[src/rtl/mrq_pkg.sv]
// Shared types and constants of the multilevel priority run queue.
package mrq_pkg;

   localparam int NTHR   = 256;
   localparam int NLVL   = 64;
   localparam int TID_W  = $clog2(NTHR);
   localparam int LVL_W  = $clog2(NLVL);
   localparam int LINK_W = TID_W + 1;
   localparam int CNT_W  = $clog2(NTHR + 1);
   localparam logic [LINK_W-1:0] NIL_LINK = LINK_W'(NTHR);

   typedef enum logic [1:0] {
      REQ_INS_TAIL = 2'd0,
      REQ_INS_HEAD = 2'd1,
      REQ_REMOVE   = 2'd2,
      REQ_PEEK     = 2'd3
   } req_kind_type;

   typedef enum logic [1:0] {
      ST_OK      = 2'd0,
      ST_QUEUED  = 2'd1,
      ST_NOT_Q   = 2'd2,
      ST_EMPTY   = 2'd3
   } status_type;

   // Classified request as it travels from front to back.
   typedef struct packed {
      logic              is_peek;
      logic              is_remove;
      logic              at_head;
      logic [TID_W-1:0]  tid;
      logic [LVL_W-1:0]  lvl;
   } item_type;

endpackage

[src/rtl/mrq_front.sv]
// Front end: takes requests, decodes them, holds them in a two-entry queue.
module mrq_front import mrq_pkg::*; (
   input  logic             clock,
   input  logic             reset,
   input  logic             req_valid,
   output logic             req_ready,
   input  logic [1:0]       req_type,
   input  logic [TID_W-1:0] req_thread_id,
   input  logic [LVL_W-1:0] req_priority_req,
   output logic             pop_valid,
   input  logic             pop_ready,
   output item_type         pop_item
);
   item_type   slot_ff [2];
   logic       rd_ptr_ff, wr_ptr_ff;
   logic [1:0] fill_ff;
   item_type   dec;
   logic       push, pop;

   always_comb begin
      dec           = '0;
      dec.tid       = req_thread_id;
      dec.lvl       = req_priority_req;
      case (req_kind_type'(req_type))
         REQ_PEEK:     dec.is_peek   = 1'b1;
         REQ_REMOVE:   dec.is_remove = 1'b1;
         REQ_INS_HEAD: dec.at_head   = 1'b1;
         default:      dec.at_head   = 1'b0;
      endcase
   end

   assign req_ready = (fill_ff != 2'd2);
   assign pop_valid = (fill_ff != 2'd0);
   assign pop_item  = slot_ff[rd_ptr_ff];
   assign push      = req_valid && req_ready;
   assign pop       = pop_valid && pop_ready;

   always_ff @(posedge clock) begin
      if (push) begin
         slot_ff[wr_ptr_ff] <= dec;
      end
      if (reset) begin
         rd_ptr_ff <= 1'b0;
         wr_ptr_ff <= 1'b0;
         fill_ff   <= 2'd0;
      end else begin
         if (push) wr_ptr_ff <= !wr_ptr_ff;
         if (pop)  rd_ptr_ff <= !rd_ptr_ff;
         fill_ff <= fill_ff + 2'(push) - 2'(pop);
      end
   end
endmodule

[config.mk]
export PLATFORM = sky130hd
export DESIGN_NAME = mrq_front
export DESIGN_NICKNAME = d
export VERILOG_FILES = /design/src/rtl/mrq_pkg.sv /design/src/rtl/mrq_front.sv
export SDC_FILE = /design/constraint.sdc
export NUM_CORES = 1
export LEC_CHECK = 0
export BUFFER_PORTS_ARGS = -buffer_cell sky130_fd_sc_hd__buf_2
export CORE_AREA = 2 2 51 76
export CTS_CLUSTER_SIZE = 28
export DETAILED_ROUTE_END_ITERATION = 16
export DIE_AREA = 0 0 53 78
export GPL_TIMING_DRIVEN = 0
export PLACE_DENSITY_LB_ADDON = 0.2
export SLEW_MARGIN = 20
export SYNTH_ARGS = -nofsm -noshare
export SYNTH_HDL_FRONTEND = slang
export SYNTH_SLANG_ARGS = --single-unit
[constraint.sdc]
create_clock -name clock -period 1.9 [get_ports clock]
set_clock_uncertainty 0.05 [all_clocks]
set_input_delay 0.285 -clock clock [delete_from_list [all_inputs] [get_ports clock]]
set_output_delay 0.285 -clock clock [all_outputs]
set_load 0.01 [all_outputs]
==> flow_summary_export.csv, run 1 <==
group,metric,value,unit
outcome,status,"completed",
clock_network,h-tree-depth,2,
critical_path,worstPathRequired,1.56,ns
logic_synthesis,synthFlopType,"edfxtp_1",
grt,track_usage,0.1318,
logic_synthesis,synth_area_leaders,"edfxtp_1 68%, mux2_1 13%, dfxtp_1 6.7%",
logic_synthesis,syn_inst,85,
critical_path,end_kind,"primary output",
clock_network,clkTransAtPathRegs,0.07,ns
pwr,power.density,1136,nW/µm²
logic_synthesis,synth-seq-cells,39,
clock_network,cts_buffer_depth,2,
critical_path,arrival,1.43,ns
critical_path,critical_path_buf_inv_count,3,
logic_synthesis,async_reset_ff_frac,0,
sta,rsz0062_at_grt,"false",
critical_path,critPathKind,"register to primary output",
critical_path,crit_path_start_kind,"register",
critical_path,r2r-end,"fill_ff[1]",
pwr,peakVddDrop,0.0007776,V
detailed_routing,dr_total_vias,845,
floorplan,die_w,53,µm
clock_network,cts-root-buf,"clkbuf_8",
grt,gr-total-overflow,0,
floorplan,rows,26,
detailed_routing,drtAntennaViolNets,0,
sta,setup_ws,0.1398,ns
placement,place_congestion,0.6130,
logic_synthesis,synth_common_cells,"34 x edfxtp_1, 17 x mux2_1, 5 x dfxtp_1",
logic_synthesis,yosysWarnings,0,
detailed_routing,viasPerCell,4.884,
floorplan,die-area,4134,µm²
sta,setup_tns,0,ns
layout,antenna_cells,0,
sta,max_freq,568.1,MHz
detailed_routing,drt_wl_total,2339,µm
sta,finalMaxSlewViolations,0,
layout,finalNetCount,151,
detailed_routing,drc,0,
clock_network,insertion_delay,0.28,ns
logic_synthesis,synthDistinctLibCells,25,
grt,grt_pass1_wl,3815,µm
logic_synthesis,yosysTopAreaCellShare,0.6789,
clock_network,cts_num_sinks,39,
logic_synthesis,yosysMostFrequentCell,"edfxtp_1",
logic_synthesis,yosysSeqAreaShare,0.7454,
critical_path,reg2reg_from,"fill_ff[1]",
detailed_routing,first_pass_iters,3,
sta,fin_crit_sh,0.9264,
layout,finish.utilization,0.5403,
critical_path,regToRegSetupSlack,0.21,ns
pwr,leakage,0.7194,nW
grt,antenna_found_initial,0,
critical_path,worstPathCellList,"clkbuf_4 > buf_6 > mux2_1 > buf_2",
layout,final_cell_count_no_fill,173,
worst_hold_path,holdPathStages,1,
pwr,total_power,2.096,mW
worst_hold_path,min_from,"req_priority_req[1]",
worst_hold_path,min_to,"slot_ff[1][1]",
logic_synthesis,yosysTopAreaCell,"edfxtp_1",
placement,dpl_worst_slack,0.1142,ns
sta,finalSetupViolations,0,
placement,dp_cells,165,
critical_path,cpPeakStageDelay,0.33,ns
sta,hold_slack,0.1391,ns
sta,final.min_clock_period,1.760,ns
sta,hold_viol,0,
sta,worst_pin_slew,0.6580,ns
critical_path,crit_family,"buffers and inverters",
critical_path,path_max_fanout,10,
placement,place_area,1747,µm²
layout,drive_above_1_share,0.3817,
critical_path,crit_slowest_cell,"mux2_1",
placement,hpwl,1706,µm
logic_synthesis,synth.avg_cell_area,17.69,µm²
logic_synthesis,syn_area,1504,µm²
floorplan,core_area,3416,µm²
detailed_routing,routedWlPerCell,13.52,µm
logic_synthesis,synth_edf_count,34,
grt,grt_pass1_vias,904,
layout,stdcell_area,1846,µm²
sta,max_slew_margin,0.5609,
floorplan,io_pins,39,
grt,grt_max_degree,18,
layout,synthToLayoutAreaGrowth,22.71,%
worst_hold_path,min_path_type,"primary input to register",
floorplan,initial_core_util,0.4403,
logic_synthesis,synthesis.nets,106,
flow_run,max_cap_violations,0,
floorplan,die_y,78,µm
placement,port_buffers,38,
clock_network,cts_tree,"built",
detailed_routing,first_iter_violations,25,
clock_network,cts_buffers,5,
critical_path,rr_worst_depth,6,
## layout make-up
cell class                 instances  area, µm²
clock inverter                     1      5.005
clock buffer                       7      86.33
multi-input combinational         43      367.9
fill                             322       1570
tap                               42      52.55
sequential                        39       1121
timing repair buffer              38      190.2
inverter                           1      3.754
buffer                             2      18.77
## how the worst max path moves through the flow
stage	from	to	slack, ns	depth (start not counted)
floorplan	fill_ff[0]	slot_ff[1][0]	0.34	2
global placement	fill_ff[0]	slot_ff[1][7]	0.16	2
detailed placement	fill_ff[0]	slot_ff[1][6]	0.11	2
CTS	register	pop_item[10]	0.03	4
global route	register	pop_item[14]	0.04	4
finish	register	pop_item[11]	0.14	4
## power breakdown
part           internal, mW  switching (mW)  total, mW
clock network         0.292           0.254      0.546
registers              1.04          0.0379       1.08
logic                 0.224           0.243      0.467
total                  1.56           0.535       2.10
## state kept, by name (all words and copies together), names as in the netlist, named ones only
name / flops
wr_ptr_ff: 1
slot_ff: 34
rd_ptr_ff: 1
fill_ff: 2
## cell families (layout without fill, tap and decap cells)
logic type | Yosys count | count (layout) | share of synthesized area
compound gates | 6 | 6 | 0.02911
xor+xnor | 1 | 1 | 0.005825
fa+ha+maj | 1 | 1 | 0.008318
buf+inv | 3 | 49 | 0.01081
flops | 39 | 39 | 0.7454
mux | 17 | 17 | 0.1273
simple gates | 18 | 18 | 0.07321
## metal layers
layer  part of all wire  track usage  up-vias
li1                   -            -      410
met1               0.35       0.1281      406
met2               0.57       0.2300       23
met3              0.056      0.05000        6
met4              0.022      0.06923        0
met5                  0            0        -
## cells in the final DEF, fill, tap and decap left out, drive strengths merged
cell type  instances
edfxtp            34
xor2               1
o21ba              1
clkbuf             8
ha                 1
or2                1
nor3               1
nor4bb             1
nand2b             1
and2               1
a21oi              1
o31a               1
and3               2
clkinv             1
a21bo              1
o21ai              2
nor2               4
buf               39
nand3b             1
nand3              1
nor4               1
inv                1
nor2b              4
dfxtp              5
mux2              17
## timing repair
item / 4_1_cts / 5_1_grt
setup endpoints to repair: 0 / 27
hold buffers: 0 / 0
gates resized for setup: 0 / 3
buffers inserted: 0 / 0
(Power assumes the default switching activity.)
==> inputs of run 2 (changes only) <==
--- a/config.mk
+++ b/config.mk
@@ -9,3 +9,3 @@
 export CORE_AREA = 2 2 51 76
-export CTS_CLUSTER_SIZE = 28
+export CTS_CLUSTER_SIZE = 20
 export DETAILED_ROUTE_END_ITERATION = 16
==> constraint.sdc (replaced) <==
create_clock -name clock -period 1.9 [get_ports clock]
set_clock_uncertainty 0.05 [all_clocks]
set_input_delay 0.38 -clock clock [delete_from_list [all_inputs] [get_ports clock]]
set_output_delay 0.38 -clock clock [all_outputs]
set_load 0.01 [all_outputs]
==> flow_summary_export.csv, run 2 (synthesis results as in run 1) <==
group,metric,value,unit
outcome,status,"completed",
clock_network,cts_buffer_depth,2,
sta,max_freq,560.3,MHz
detailed_routing,routedWlPerCell,13.55,µm
floorplan,core_area,3416,µm²
critical_path,path_max_fanout,10,
layout,reg.largest.list,"slot_ff: 34 flops, fill_ff: 2 flops",
grt,grt_pass1_vias,904,
sta,max_slew_margin,0.5610,
layout,finish.utilization,0.5425,
critical_path,regToRegSetupSlack,0.21,ns
layout,final_common_cell,"buf_2",
sta,setup_tns,0,ns
floorplan,die-area,4134,µm²
critical_path,worstPathCellList,"buf_6 > buf_8 > mux2_1 > buf_2",
critical_path,crit_slowest_cell,"dfxtp_1",
detailed_routing,drtAntennaViolNets,0,
sta,hold_viol,0,
pwr,leakage,0.7219,nW
critical_path,reg2reg_from,"fill_ff[1]",
clock_network,cts_buffers,5,
floorplan,rows,26,
layout,final_cell_mix,"38 x buf_2, 34 x edfxtp_1, 17 x mux2_1, 6 x clkbuf_8, 5 x dfxtp_1",
detailed_routing,dr_total_vias,843,
floorplan,die_y,78,µm
critical_path,critPathKind,"register to primary output",
layout,final_cell_count_no_fill,173,
critical_path,cpPeakStageDelay,0.32,ns
sta,finalSetupViolations,0,
sta,finalMaxSlewViolations,0,
critical_path,worstPathRequired,1.47,ns
grt,antenna_found_initial,0,
detailed_routing,drt_wl_total,2345,µm
layout,antenna_cells,0,
critical_path,crit_path_start_kind,"register",
detailed_routing,first_iter_violations,23,
sta,final.min_clock_period,1.785,ns
grt,gr-total-overflow,0,
placement,dp_cells,165,
worst_hold_path,min_from,"req_priority_req[1]",
detailed_routing,viasPerCell,4.873,
layout,largest_reg_flops,34,
sta,worst_pin_slew,0.6578,ns
clock_network,cts_num_sinks,39,
pwr,power.density,1137,nW/µm²
clock_network,insertion_delay,0.28,ns
floorplan,io_pins,39,
detailed_routing,drc,0,
critical_path,end_kind,"primary output",
pwr,peakVddDrop,0.0007773,V
clock_network,post_cts_buffers,0,
clock_network,h-tree-depth,2,
layout,synthToLayoutAreaGrowth,23.21,%
critical_path,arrival,1.35,ns
worst_hold_path,min_path_type,"primary input to register",
placement,hpwl,1706,µm
layout,finalNetCount,151,
floorplan,die_w,53,µm
layout,regMostFlops,"slot_ff",
sta,rsz0062_at_grt,"false",
placement,port_buffers,38,
clock_network,clkTransAtPathRegs,0.07,ns
sta,fin_crit_sh,0.9394,
clock_network,cts-root-buf,"clkbuf_8",
detailed_routing,first_pass_iters,3,
floorplan,initial_core_util,0.4403,
flow_run,max_cap_violations,0,
grt,grt_pass1_wl,3815,µm
placement,place_congestion,0.6130,
sta,hold_slack,0.2342,ns
layout,drive_above_1_share,0.3817,
grt,track_usage,0.1318,
grt,grt_max_degree,18,
clock_network,cts_tree,"built",
[run 2: changes by cell type in the layout (fill, tap and decap cells not counted)]
cell / before / now
buf_8: 0 / 1
clkbuf_4: 1 / 0
[run 2: repair_timing]
action                                  4_1_cts  5_1_grt
resized for setup                             2        3
endpoints found under the setup margin       10       25
hold buffers                                  0        0
[run 2: area by class of cell]
class / count / area (µm²)
timing repair buffer: 38 / 190.2
clock inverter: 1 / 5.005
clock buffer: 7 / 86.33
inverter: 1 / 3.754
multi-input combinational: 43 / 367.9
buffer: 2 / 26.28
tap: 42 / 52.55
sequential: 39 / 1121
fill: 323 / 1563
[run 2: final timing paths]
path | cells after the start | endpoint
worst max-delay path | 4 | pop_item[6]
worst min-delay path | 1 | slot_ff[1][1]
worst max register to register | 6 | fill_ff[1]
worst min register to register | 2 | rd_ptr_ff
[run 2: per-stage QoR]
stage	area (µm²)	total power [mW]	worst slack, ns
2_1_floorplan	1504	1.393	0.3432
3_3_place_gp	1747	1.555	0.1614
3_5_place_dp	1747	1.574	0.1142
4_1_cts	1844	2.135	0.04257
5_1_grt	1853	2.227	0.01541
6_report	1853	2.106	0.1152
[run 2: report_power, final]
group	leakage (nW)	switching, mW	internal [mW]
sequential	0.361	0.0389	1.04
combinational	0.313	0.243	0.233
clock	0.0482	0.254	0.292
total	0.722	0.536	1.57
[run 2: critical path: cells and delay by family (launching register included)]
| family | cells | cell delay [ns] |
|---|---|---|
| flops | 1 | 0.32 |
| mux | 1 | 0.32 |
| buf+inv | 3 | 0.43 |
[run 2: metal layers]
metal | share of wire | track usage | routed length, µm | vias to the layer above
met4 | 0.022 | 0.06923 | 51 | 0
li1 | - | - | - | 410
met5 | 0 | 0 | 0 | -
met1 | 0.34 | 0.1281 | 808 | 404
met2 | 0.57 | 0.2300 | 1348 | 23
met3 | 0.058 | 0.05000 | 136 | 6
